$ cat config.mk
export PLATFORM = sky130hd
export DESIGN_NAME = led_strip_animation_engine
export DESIGN_NICKNAME = d
export VERILOG_FILES = /design/src/rtl/core/lae_pkg.sv /design/src/rtl/core/led_strip_animation_engine.sv /design/src/rtl/core/lae_cell.sv /design/src/rtl/core/lae_shade.sv
export SDC_FILE = /design/constraint.sdc
export NUM_CORES = 2
export LEC_CHECK = 0
export ABC_AREA = 1
export BUFFER_PORTS_ARGS = -buffer_cell sky130_fd_sc_hd__clkbuf_2
export CAP_MARGIN = 20
export CORE_MARGIN = 2
export CORE_UTILIZATION = 32
export DETAILED_ROUTE_END_ITERATION = 16
export SLEW_MARGIN = 30
export SYNTH_ARGS = -nofsm -noshare
export SYNTH_HDL_FRONTEND = slang
export SYNTH_SLANG_ARGS = --single-unit
$ cat constraint.sdc
create_clock -name clk_i -period 4.6 [get_ports clk_i]
set_clock_uncertainty 0.2 [all_clocks]
set_input_delay 0.69 -clock clk_i [delete_from_list [all_inputs] [get_ports clk_i]]
set_output_delay 0.69 -clock clk_i [all_outputs]
set_load 0.05 [all_outputs]
$ cat src/rtl/core/lae_pkg.sv
// Shared types, register and mode codes, and the color wheel function for
// the LED strip animation engine. No dependencies.
`timescale 1ns / 1ps
`default_nettype none

package lae_pkg;

  localparam int unsigned PixIdxW = 5;

  localparam logic [7:0] FadeReset   = 8'd3;
  localparam logic [2:0] DimReset    = 3'd3;
  localparam logic [9:0] ChaseReset  = 10'd200;
  localparam logic [9:0] WheelReset  = 10'd400;
  localparam logic [7:0] PhaseStep   = 8'd4;
  localparam logic [7:0] LevelTop    = 8'd127;
  localparam logic [7:0] FullScale   = 8'd255;
  localparam logic [7:0] FillFull    = 8'd255;
  localparam logic [7:0] FillMid     = 8'd50;
  localparam logic [7:0] FillLow     = 8'd1;
  localparam logic [7:0] FillOff     = 8'd0;
  localparam logic [2:0] ColorSets   = 3'd6;

  typedef struct packed {
    logic [7:0] red;
    logic [7:0] green;
    logic [7:0] blue;
  } lae_rgb_t;

  typedef enum logic [1:0] {
    REG_FADE_AMOUNT,
    REG_DIM_SHIFT,
    REG_CHASE_FRAMES,
    REG_WHEEL_FRAMES
  } lae_reg_e;

  typedef enum logic [2:0] {
    MODE_ANIMATE = 3'd0,
    MODE_DIMMED  = 3'd1,
    MODE_FULL    = 3'd2,
    MODE_MID     = 3'd3,
    MODE_LOW     = 3'd4,
    MODE_OFF     = 3'd5
  } lae_mode_e;

  typedef enum logic [1:0] {
    KIND_CHASE,
    KIND_WHEEL,
    KIND_HOLD,
    KIND_FILL
  } lae_kind_e;

  typedef enum logic {
    ST_IDLE,
    ST_RUN
  } lae_state_e;

  typedef struct packed {
    lae_kind_e  kind;
    logic       dim;
    logic [7:0] fill;
    logic [2:0] sel;
    logic [7:0] level;
  } lae_frame_t;

  function automatic lae_rgb_t wheel_apply(logic [2:0] phase, logic [2:0] step,
                                           lae_rgb_t col);
    logic [7:0] s;
    logic [7:0] d;
    lae_rgb_t   o;
    s = {step, 5'b00000};
    d = FullScale - s;
    o = col;
    unique case (phase)
      3'd0: o.red   = s;
      3'd1: o.green = s;
      3'd2: o.red   = d;
      3'd3: o.blue  = s;
      3'd4: o.red   = s;
      3'd5: o.green = d;
      3'd6: o.red   = d;
      default: o.blue = d;
    endcase
    return o;
  endfunction

  // Bit 0 red, bit 1 green, bit 2 blue.
  function automatic logic [2:0] color_set(logic [2:0] idx);
    logic [2:0] s;
    unique case (idx)
      3'd0: s = 3'b111;
      3'd1: s = 3'b110;
      3'd2: s = 3'b100;
      3'd3: s = 3'b011;
      3'd4: s = 3'b010;
      3'd5: s = 3'b101;
      3'd6: s = 3'b001;
      default: s = 3'b111;
    endcase
    return s;
  endfunction

endpackage

`default_nettype wire

$ cat src/rtl/core/led_strip_animation_engine.sv
// Top level of the LED strip animation engine: frame sequencer, pixel cell chain,
// output register and configuration registers. Depends on lae_pkg, lae_cell, lae_shade.
//
//   Channel   Signals                                         Direction
//   in        in_valid_i, in_ready_o, advance_mode_i          frame tick word in
//   out       out_valid_o, out_ready_i, pixel_index_o,
//             red_o, green_o, blue_o, last_pixel_o            one pixel word per beat
//   cfg       cfg_we_i, cfg_idx_i, cfg_wdata_i                register write
//
// A frame tick is taken only while no frame pass is running.
// The pass shifts the cell ring once per cycle while the output is not stalled,
// PIXEL_COUNT shifts in all, and ready returns once the last shift is done, so no
// new frame tick is taken before the pass has finished.
// A low out_ready_i with a full output register freezes the ring and the sequencer.
// Reset clears the frame buffer, the animation state and loads the register defaults.
`timescale 1ns / 1ps
`default_nettype none

module led_strip_animation_engine #(
  parameter int unsigned PIXEL_COUNT = 20
) (
  input  wire logic       clk_i,
  input  wire logic       rst_ni,
  input  wire logic       in_valid_i,
  output logic            in_ready_o,
  input  wire logic       advance_mode_i,
  output logic            out_valid_o,
  input  wire logic       out_ready_i,
  output logic [4:0]      pixel_index_o,
  output logic [7:0]      red_o,
  output logic [7:0]      green_o,
  output logic [7:0]      blue_o,
  output logic            last_pixel_o,
  input  wire logic       cfg_we_i,
  input  wire logic [1:0] cfg_idx_i,
  input  wire logic [9:0] cfg_wdata_i
);
  import lae_pkg::*;

  localparam int unsigned IW = $clog2(PIXEL_COUNT);
  localparam logic [IW-1:0] LastIdx = IW'(PIXEL_COUNT - 1);
  localparam logic [IW-1:0] CountIw = IW'(PIXEL_COUNT);

  // Configuration registers.
  logic [7:0] fade_q;
  logic [2:0] dim_q;
  logic [9:0] chase_frames_q;
  logic [9:0] wheel_frames_q;

  // Animation state.
  lae_mode_e  mode_q, mode_d;
  logic [10:0] ftime_q, ftime_d;
  logic [7:0] cphase_q, cphase_d;
  logic [7:0] ccount_q, ccount_d;
  logic [2:0] cmod_q, cmod_d;
  logic [IW-1:0] cpos_q, cpos_d;
  logic [2:0] wstep_q, wstep_d;
  logic [2:0] wphase_q, wphase_d;
  lae_rgb_t   wrgb_q, wrgb_d;

  // Frame pass state.
  lae_state_e state_q, state_d;
  lae_frame_t frame_q, frame_d;
  logic [IW-1:0] cnt_q, cnt_d;
  logic [IW-1:0] dist_q, dist_d;
  logic [2:0] wk_phase_q, wk_phase_d;
  logic [2:0] wk_step_q, wk_step_d;
  lae_rgb_t   wk_rgb_q, wk_rgb_d;

  // Output register.
  logic       ovalid_q, ovalid_d;
  lae_rgb_t   opix_q, opix_d;
  logic [IW-1:0] oidx_q, oidx_d;
  logic       olast_q, olast_d;

  logic       in_fire;
  logic       step;
  lae_rgb_t   head;
  lae_rgb_t   upd;
  lae_rgb_t   wk_next;
  lae_rgb_t   cell_q [PIXEL_COUNT];
  logic [IW+4:0] oidx_ext;

  always_ff @(posedge clk_i or negedge rst_ni) begin
    if (!rst_ni) begin
      fade_q         <= FadeReset;
      dim_q          <= DimReset;
      chase_frames_q <= ChaseReset;
      wheel_frames_q <= WheelReset;
    end else if (cfg_we_i) begin
      unique case (lae_reg_e'(cfg_idx_i))
        REG_FADE_AMOUNT:  fade_q         <= cfg_wdata_i[7:0];
        REG_DIM_SHIFT:    dim_q          <= cfg_wdata_i[2:0];
        REG_CHASE_FRAMES: chase_frames_q <= cfg_wdata_i;
        REG_WHEEL_FRAMES: wheel_frames_q <= cfg_wdata_i;
      endcase
    end
  end

  // Sequencer: state register and next state.
  always_ff @(posedge clk_i or negedge rst_ni) begin
    if (!rst_ni) begin
      state_q <= ST_IDLE;
    end else begin
      state_q <= state_d;
    end
  end

  always_comb begin
    state_d    = state_q;
    in_ready_o = 1'b0;
    step       = 1'b0;
    unique case (state_q)
      ST_IDLE: begin
        in_ready_o = 1'b1;
        if (in_valid_i) state_d = ST_RUN;
      end
      ST_RUN: begin
        step = !ovalid_q || out_ready_i;
        if (step && cnt_q == LastIdx) state_d = ST_IDLE;
      end
    endcase
  end

  assign in_fire = in_valid_i && in_ready_o;

  // Frame start: decide the kind of update and advance the animation state.
  always_comb begin
    logic [10:0] ft_n;
    logic [10:0] bound;
    logic [7:0]  cp_n;
    lae_rgb_t    wnew;
    ft_n  = ftime_q + 11'd1;
    bound = {1'b0, chase_frames_q} + {1'b0, wheel_frames_q};
    cp_n  = cphase_q + PhaseStep;
    wnew  = wheel_apply(wphase_q, wstep_q, wrgb_q);

    ftime_d  = ftime_q;
    cphase_d = cphase_q;
    ccount_d = ccount_q;
    cmod_d   = cmod_q;
    cpos_d   = cpos_q;
    wstep_d  = wstep_q;
    wphase_d = wphase_q;
    wrgb_d   = wrgb_q;

    frame_d.kind  = KIND_HOLD;
    frame_d.dim   = 1'b0;
    frame_d.fill  = FillOff;
    frame_d.sel   = color_set(cmod_q);
    frame_d.level = 8'd0;

    if (mode_q == MODE_ANIMATE || mode_q == MODE_DIMMED) begin
      frame_d.dim = (mode_q == MODE_DIMMED);
      if ({1'b0, ft_n} < {2'b00, chase_frames_q}) begin
        frame_d.kind = KIND_CHASE;
        ftime_d  = ft_n;
        cphase_d = cp_n;
        frame_d.level = (cp_n <= LevelTop) ? cp_n : FullScale - cp_n;
        if (cp_n == 8'd0) begin
          ccount_d = ccount_q + 8'd1;
          if (ccount_q == 8'hFF || cmod_q == ColorSets) begin
            cmod_d = 3'd0;
          end else begin
            cmod_d = cmod_q + 3'd1;
          end
        end
        frame_d.sel = color_set(cmod_d);
        cpos_d = (cpos_q == LastIdx) ? '0 : cpos_q + IW'(1);
      end else if (ft_n < bound) begin
        frame_d.kind = KIND_WHEEL;
        ftime_d = ft_n;
        wrgb_d  = wnew;
        wstep_d = wstep_q + 3'd1;
        if (wstep_q == 3'd7) wphase_d = wphase_q + 3'd1;
      end else begin
        ftime_d = 11'd0;
      end
    end else begin
      frame_d.kind = KIND_FILL;
      unique case (mode_q)
        MODE_FULL: frame_d.fill = FillFull;
        MODE_MID:  frame_d.fill = FillMid;
        MODE_LOW:  frame_d.fill = FillLow;
        default:   frame_d.fill = FillOff;
      endcase
    end

    mode_d = mode_q;
    if (advance_mode_i) begin
      mode_d = (mode_q >= MODE_OFF) ? MODE_ANIMATE : lae_mode_e'(mode_q + 3'd1);
    end
  end

  always_ff @(posedge clk_i or negedge rst_ni) begin
    if (!rst_ni) begin
      mode_q   <= MODE_ANIMATE;
      ftime_q  <= '0;
      cphase_q <= '0;
      ccount_q <= '0;
      cmod_q   <= '0;
      cpos_q   <= '0;
      wstep_q  <= '0;
      wphase_q <= '0;
      wrgb_q   <= '0;
    end else if (in_fire) begin
      mode_q   <= mode_d;
      ftime_q  <= ftime_d;
      cphase_q <= cphase_d;
      ccount_q <= ccount_d;
      cmod_q   <= cmod_d;
      cpos_q   <= cpos_d;
      wstep_q  <= wstep_d;
      wphase_q <= wphase_d;
      wrgb_q   <= wrgb_d;
    end
  end

  // Frame pass registers.
  always_comb begin
    cnt_d      = cnt_q;
    dist_d     = dist_q;
    wk_phase_d = wk_phase_q;
    wk_step_d  = wk_step_q;
    wk_rgb_d   = wk_rgb_q;
    if (in_fire) begin
      cnt_d      = '0;
      dist_d     = (cpos_d == '0) ? '0 : CountIw - cpos_d;
      wk_phase_d = wphase_q;
      wk_step_d  = wstep_q;
      wk_rgb_d   = wrgb_d;
    end else if (step) begin
      cnt_d      = cnt_q + IW'(1);
      dist_d     = (dist_q == LastIdx) ? '0 : dist_q + IW'(1);
      wk_rgb_d   = wk_next;
      wk_step_d  = wk_step_q + 3'd1;
      if (wk_step_q == 3'd7) wk_phase_d = wk_phase_q + 3'd1;
    end
  end

  always_ff @(posedge clk_i or negedge rst_ni) begin
    if (!rst_ni) begin
      cnt_q      <= '0;
      dist_q     <= '0;
      frame_q    <= '0;
      wk_phase_q <= '0;
      wk_step_q  <= '0;
      wk_rgb_q   <= '0;
    end else begin
      cnt_q      <= cnt_d;
      dist_q     <= dist_d;
      wk_phase_q <= wk_phase_d;
      wk_step_q  <= wk_step_d;
      wk_rgb_q   <= wk_rgb_d;
      if (in_fire) frame_q <= frame_d;
    end
  end

  // Pixel ring: cell 0 is the head, the updated head enters at the tail.
  assign head = cell_q[0];

  for (genvar k = 0; k < PIXEL_COUNT; k++) begin : g_cell
    lae_rgb_t nxt;
    if (k == PIXEL_COUNT - 1) begin : g_tail
      assign nxt = upd;
    end else begin : g_mid
      assign nxt = cell_q[k+1];
    end
    lae_cell u_cell (
      .clk_i   (clk_i),
      .rst_ni  (rst_ni),
      .shift_i (step),
      .d_i     (nxt),
      .q_o     (cell_q[k])
    );
  end

  lae_shade #(
    .PIXEL_COUNT (PIXEL_COUNT),
    .IW          (IW)
  ) u_shade (
    .frame_i     (frame_q),
    .fade_i      (fade_q),
    .dim_shift_i (dim_q),
    .pix_i       (head),
    .dist_i      (dist_q),
    .wk_phase_i  (wk_phase_q),
    .wk_step_i   (wk_step_q),
    .wk_rgb_i    (wk_rgb_q),
    .pix_o       (upd),
    .wk_rgb_o    (wk_next)
  );

  // Output register.
  always_comb begin
    ovalid_d = ovalid_q;
    opix_d   = opix_q;
    oidx_d   = oidx_q;
    olast_d  = olast_q;
    if (step) begin
      ovalid_d = 1'b1;
      opix_d   = head;
      oidx_d   = cnt_q;
      olast_d  = (cnt_q == LastIdx);
    end else if (out_ready_i) begin
      ovalid_d = 1'b0;
    end
  end

  always_ff @(posedge clk_i or negedge rst_ni) begin
    if (!rst_ni) begin
      ovalid_q <= 1'b0;
    end else begin
      ovalid_q <= ovalid_d;
    end
  end

  always_ff @(posedge clk_i) begin
    opix_q  <= opix_d;
    oidx_q  <= oidx_d;
    olast_q <= olast_d;
  end

  assign oidx_ext      = {5'b00000, oidx_q};
  assign out_valid_o   = ovalid_q;
  assign pixel_index_o = oidx_ext[4:0];
  assign red_o         = opix_q.red;
  assign green_o       = opix_q.green;
  assign blue_o        = opix_q.blue;
  assign last_pixel_o  = olast_q;

endmodule

`default_nettype wire

$ cat src/rtl/core/lae_cell.sv
// One pixel cell of the circular frame buffer chain.
// Depends on lae_pkg for the pixel type.
`timescale 1ns / 1ps
`default_nettype none

module lae_cell (
  input  wire logic              clk_i,
  input  wire logic              rst_ni,
  input  wire logic              shift_i,
  input  wire lae_pkg::lae_rgb_t d_i,
  output lae_pkg::lae_rgb_t      q_o
);
  import lae_pkg::*;

  lae_rgb_t pix_q;
  lae_rgb_t pix_d;

  assign pix_d = shift_i ? d_i : pix_q;
  assign q_o   = pix_q;

  always_ff @(posedge clk_i or negedge rst_ni) begin
    if (!rst_ni) begin
      pix_q <= '0;
    end else begin
      pix_q <= pix_d;
    end
  end

endmodule

`default_nettype wire

$ cat src/rtl/core/lae_shade.sv
// Per-pixel update: fade with chaser spots, wheel walk, hold or fill, then dimming.
// Depends on lae_pkg.
`timescale 1ns / 1ps
`default_nettype none

module lae_shade #(
  parameter int unsigned PIXEL_COUNT = 20,
  parameter int unsigned IW          = $clog2(PIXEL_COUNT)
) (
  input  wire lae_pkg::lae_frame_t frame_i,
  input  wire logic [7:0]          fade_i,
  input  wire logic [2:0]          dim_shift_i,
  input  wire lae_pkg::lae_rgb_t   pix_i,
  input  wire logic [IW-1:0]       dist_i,
  input  wire logic [2:0]          wk_phase_i,
  input  wire logic [2:0]          wk_step_i,
  input  wire lae_pkg::lae_rgb_t   wk_rgb_i,
  output lae_pkg::lae_rgb_t        pix_o,
  output lae_pkg::lae_rgb_t        wk_rgb_o
);
  import lae_pkg::*;

  localparam int unsigned Half = PIXEL_COUNT / 2;
  localparam logic [IW-1:0] Off1 = IW'(1);
  localparam logic [IW-1:0] Off2 = IW'(2);
  localparam logic [IW-1:0] Off3 = IW'(3);
  localparam logic [IW-1:0] HOff1 = IW'(Half + 1);
  localparam logic [IW-1:0] HOff2 = IW'(Half + 2);
  localparam logic [IW-1:0] HOff3 = IW'(Half + 3);

  lae_rgb_t   wcol;
  lae_rgb_t   faded;
  lae_rgb_t   base;
  logic       spot_hit;
  logic [7:0] spot_val;

  function automatic logic [7:0] fade_one(logic [7:0] v, logic [7:0] amt);
    return (v <= amt) ? 8'd0 : v - amt;
  endfunction

  always_comb begin
    wcol = wheel_apply(wk_phase_i, wk_step_i, wk_rgb_i);
    wk_rgb_o = wcol;

    faded.red   = fade_one(pix_i.red, fade_i);
    faded.green = fade_one(pix_i.green, fade_i);
    faded.blue  = fade_one(pix_i.blue, fade_i);

    spot_hit = 1'b1;
    if (dist_i == Off1 || dist_i == HOff1) begin
      spot_val = frame_i.level >> 2;
    end else if (dist_i == Off2 || dist_i == HOff2) begin
      spot_val = frame_i.level;
    end else if (dist_i == Off3 || dist_i == HOff3) begin
      spot_val = frame_i.level >> 4;
    end else begin
      spot_hit = 1'b0;
      spot_val = 8'd0;
    end

    unique case (frame_i.kind)
      KIND_CHASE: begin
        base = faded;
        if (spot_hit && frame_i.sel[0]) base.red   = spot_val;
        if (spot_hit && frame_i.sel[1]) base.green = spot_val;
        if (spot_hit && frame_i.sel[2]) base.blue  = spot_val;
      end
      KIND_WHEEL: base = wcol;
      KIND_HOLD:  base = pix_i;
      default:    base = '{red: frame_i.fill, green: frame_i.fill, blue: frame_i.fill};
    endcase

    pix_o = base;
    if (frame_i.dim) begin
      pix_o.red   = base.red >> dim_shift_i;
      pix_o.green = base.green >> dim_shift_i;
      pix_o.blue  = base.blue >> dim_shift_i;
    end
  end

endmodule

`default_nettype wire

==> metrics.md <==
| Metric | Value |
|---|---|
| DRT Pass-1 Iters | `7` |
| Num Clock Sinks | `around 660` |
| Dpl cells | `4874` |
| Setup slack, reg-to-reg | `a little over 400 ps` |
| Unrepaired setup endpoints after global routing | `false` |
| Die Y | `312.9 microns` |
| Status | `finished, final reports clean` |
| P_int | `13.47 mW` |
| Sequential area share after synthesis | `0.5497` |
| Leak pwr | `18.11 nW` |
| Crit end category | `register` |
| Row cnt | `between 100 and 150` |
| Reg2reg start | `chase_frames_q[2]$_DFFE_PN0P_` |
| Die ar. | `97880 sq um` |
| Achievable Freq | `238.8 MHz` |
| Finished Layout Cells | `5012` |
| Most frequent cells in the layout | `nand2_1 (1705), dfrtp_1 (624), inv_1 (235)` |
| First-pass GRT wire length | `118.7 mm` |
| Critical path startpoint | `chase_frames_q[2]$_DFFE_PN0P_` |
| Synthesized area per cell | `roughly 8.3 sq um` |
| Async SR Flop Fraction | `0.9548` |
| #FFs+latches synth | `between 600 and 700` |
| Vias | `23460` |
| HP Class | `input port to register` |
| Commonest non-fill, non-tap cell in the layout | `nand2_1` |
| WP data arrival | `4480 ps` |
| DRT Wirelength | `slightly above 70 mm` |
| Yosys warns | `0` |
| Clock Path Buffers | `3` |
| Final RePlAce weighted congestion | `0.9638` |
| Slew headroom | `0.4438` |
| Chip Width | `312.9 microns` |
| Hold Path Depth | `3` |
| Period utilization | `0.9104` |
| Clk pwr share | `0.289` |
| Startpoint type of the worst setup path | `register` |
| Post-synthesis cell count | `3695` |
| Largest net degree at the start of global routing | `236` |
| Max_cap viols | `0` |
| Top cell type's share of synthesized area | `0.5116` |
| # DRC | `0` |
| Mapped Area | `30520 sq um` |
| Final Hold Slack | `about 130 ps` |
| Worst-Margin Slew | `833.4 ps` |
| Buffers on Ports | `49` |
| Post-route cell area | `34620 sq um` |
| Fillers | `around 9700` |
| Tmin final | `4188 ps` |
| Register area | `16780 sq um` |
| Area growth, synth to finish | `13.41%` |
| Total grt overflow | `0` |
| Kind of critical path | `register to register` |
| Initial DRC Count | `2177` |
| Initial antenna violation count | `2` |
| Peak VDD IR | `0.2853 mV` |
| Final Hold Viols | `0` |
| Mapped Nets | `3803` |
| Critical Path End | `wrgb_q[13]$_DFFE_PN0P_` |
| Synth unique cells | `54` |
| Largest cells by area after synthesis | `dfrtp_1 (51%), nand2_1 (21%), ha_1 (3.5%)` |
| CP Data Required Time | `4890 ps` |
| Part of the power in combinational logic | `0.271` |
| Top FF cell, synth | `dfrtp_1` |
| Fin. max-slew vios | `0` |
| IO Count | `50` |
| Via density per instance | `4.681` |
| Synth area leader | `dfrtp_1` |
| Nets@finish | `3796` |
| Wirelength per Cell | `about 14 microns` |
| CTS buffer count | `75` |
| Core footprint | `94730 sq um` |
| Flop pwr share | `0.440` |
| Post-DP HPWL | `~47 mm` |
| Multi-input gate area in the final layout | `around 12000 sq um` |
| Post-DRT Antenna Nets | `0` |
| Diodes inserted | `0` |
| Final Setup Violations | `0` |
| Starting Density | `0.3222` |
| Post-CTS Resized | `0` |
| Setup TNS | `0 ps` |
| Tot GR Track Use | `0.1468` |
| EDFF count, synth | `30` |
| Number of global-route vias before repair | `22460` |
| Crit-path max FO | `16` |
| Layout Utilization | `0.3654` |
| Clk_lat worst skew | `between 600 and 700 ps` |
| Worst reg2reg path depth | `22` |
| CTS tree | `done` |
| Share of cells above drive strength 1 | `0.06912` |
| CTS H-tree lvls | `3` |
| Clock Root Buffer | `clkbuf_16` |
| Placed Area | `32060 sq um` |
| Pwr/cell area | `607.9 nW/um^2` |
| Clock slew at reported path FFs | `approximately 60 ps` |
| RR Endpoint | `wrgb_q[13]$_DFFE_PN0P_` |
| Net switching power | `7.572 mW` |
| Switch share | `0.3598` |
[critical path, cell delays in order, from the launching register on]
cell and delay (ps):
dfrtp_1 400, ha_1 370, nand3_1 90, nand2_1 110, a21oi_1 70, o21ai_0 270, a21oi_1 120, o21ai_0 280
nand2_1 80, nand2_1 60, a21oi_1 60, xor2_1 150, ha_1 280, nand2_1 80, inv_1 40, nand4_1 70
nor2_1 60, nor2_4 520, nand3_1 390, nand2_1 140, o31ai_1 70, nand2_1 80, nand2_1 60
[kinds of logic (layout without fill, tap and decap cells)]
logic type | Yosys count | in the layout | share of synthesized area
multiplexers | 1 | 1 | 0.0003279
XOR/XNOR | 43 | 43 | 0.01234
AND/OR/NAND/NOR | 2093 | 2093 | 0.2759
flip-flops | 664 | 664 | 0.5497
AO/OA/AOI/OAI | 398 | 398 | 0.07321
adder cells (fa/ha/maj) | 90 | 90 | 0.03788
buffers and inverters | 406 | 458 | 0.05062
[state kept, by name, summed over array words and instances, names as in the netlist, 6 cells and up]
register,flops
g_cell.u_cell.q_o,480
ccount_q,8
wk_rgb_q,24
chase_frames_q,10
wheel_frames_q,10
cphase_q,6
blue_o,8
fade_q,8
wrgb_q,24
green_o,8
red_o,8
frame_q,15
ftime_q,11
[synthesized netlist by cell type (2+ instances only)]
cell       instances
nor2_2             3
edfxtp_1          30
o21a_1             5
nand3b_1           3
o221ai_1           2
ha_1              86
dfrtp_1          624
buf_2              6
nor3b_1            2
dfstp_2           10
o22ai_1           12
or2_2              7
o2111ai_1          2
inv_2              4
nand3_4            5
nand4_1           34
fa_1               4
a21oi_1           87
nor2_4             5
xnor2_1           19
nor3_1             7
o21ai_0          209
clkbuf_1         144
a22o_1             2
a32o_1             2
a21oi_2           10
a211oi_1           3
clkinv_1           3
nand2_1         1706
nand2_4            3
nand3_1          184
nand2_2            9
nor2_8             2
a21boi_0           2
xor2_1            24
nor2_1           120
a221oi_1           3
a31oi_1           10
buf_1             11
o31ai_1            2
inv_1            236
a22oi_1           27
o21ai_1            8
o211ai_1           8
[final cells by class]
cell class,instances,area share
clock buffers,106,0.06079
clock inverters,30,0.01196
inverters,244,0.02675
multi-input cells,2625,0.3529
flip-flops and latches,664,0.4847
well taps,1265,0.04572
repair buffers,78,0.01720
[through the flow]
stage / setup WS [ps] / total power, mW
global placement: 529.1 / 14.90
detailed placement: 484.1 / 15.00
floorplan: 1195 / 13.18
finish: 412.1 / 21.04
CTS: 468.7 / 21.23
global route: 54.32 / 22.59
[worst min path at each step]
| stage | start | endpoint | slack, ps |
|---|---|---|---|
| 2_1_floorplan | rst_ni | ccount_q[0]$_DFFE_PN0P_ | 190 |
| 3_3_place_gp | g_cell[7].u_cell.q_o[11]$_DFFE_PN0P_ | g_cell[6].u_cell.q_o[11]$_DFFE_PN0P_ | 250 |
| 5_1_grt | cfg_wdata_i[6] | chase_frames_q[6]$_DFFE_PN1P_ | 170 |
| 3_5_place_dp | g_cell[13].u_cell.q_o[21]$_DFFE_PN0P_ | g_cell[12].u_cell.q_o[21]$_DFFE_PN0P_ | 250 |
| 6_report | cfg_wdata_i[8] | wheel_frames_q[8]$_DFFE_PN1P_ | 130 |
| 4_1_cts | cfg_wdata_i[8] | wheel_frames_q[8]$_DFFE_PN1P_ | 120 |
[timing repair]
| action | 4_1_cts | 5_1_grt |
|---|---|---|
| endpoints found under the setup margin | 0 | 0 |
| setup buffers | 0 | 0 |
| hold buffers | 1 | 0 |
| hold endpoints to repair | 58 | 0 |
[layer usage]
layer	share of wire	vias to the layer above	track usage	wire [microns]
met1	0.50	11120	0.2197	35620
li1	-	11730	-	-
met3	0.049	110	0.02111	3469
met4	0.025	4	0.04817	1790
met2	0.43	502	0.2173	30380
met5	0.00036	-	0	26
[power by group through the flow]
stage / registers (mW) / clock network, mW / logic (mW)
floorplan: 9.06 / 0 / 4.12
global placement: 9.30 / 0 / 5.59
detailed placement: 9.34 / 0 / 5.66
CTS: 9.25 / 6.27 / 5.71
global route: 9.52 / 6.50 / 6.57
finish: 9.26 / 6.09 / 5.70
Power figures use the tool's default switching activity.
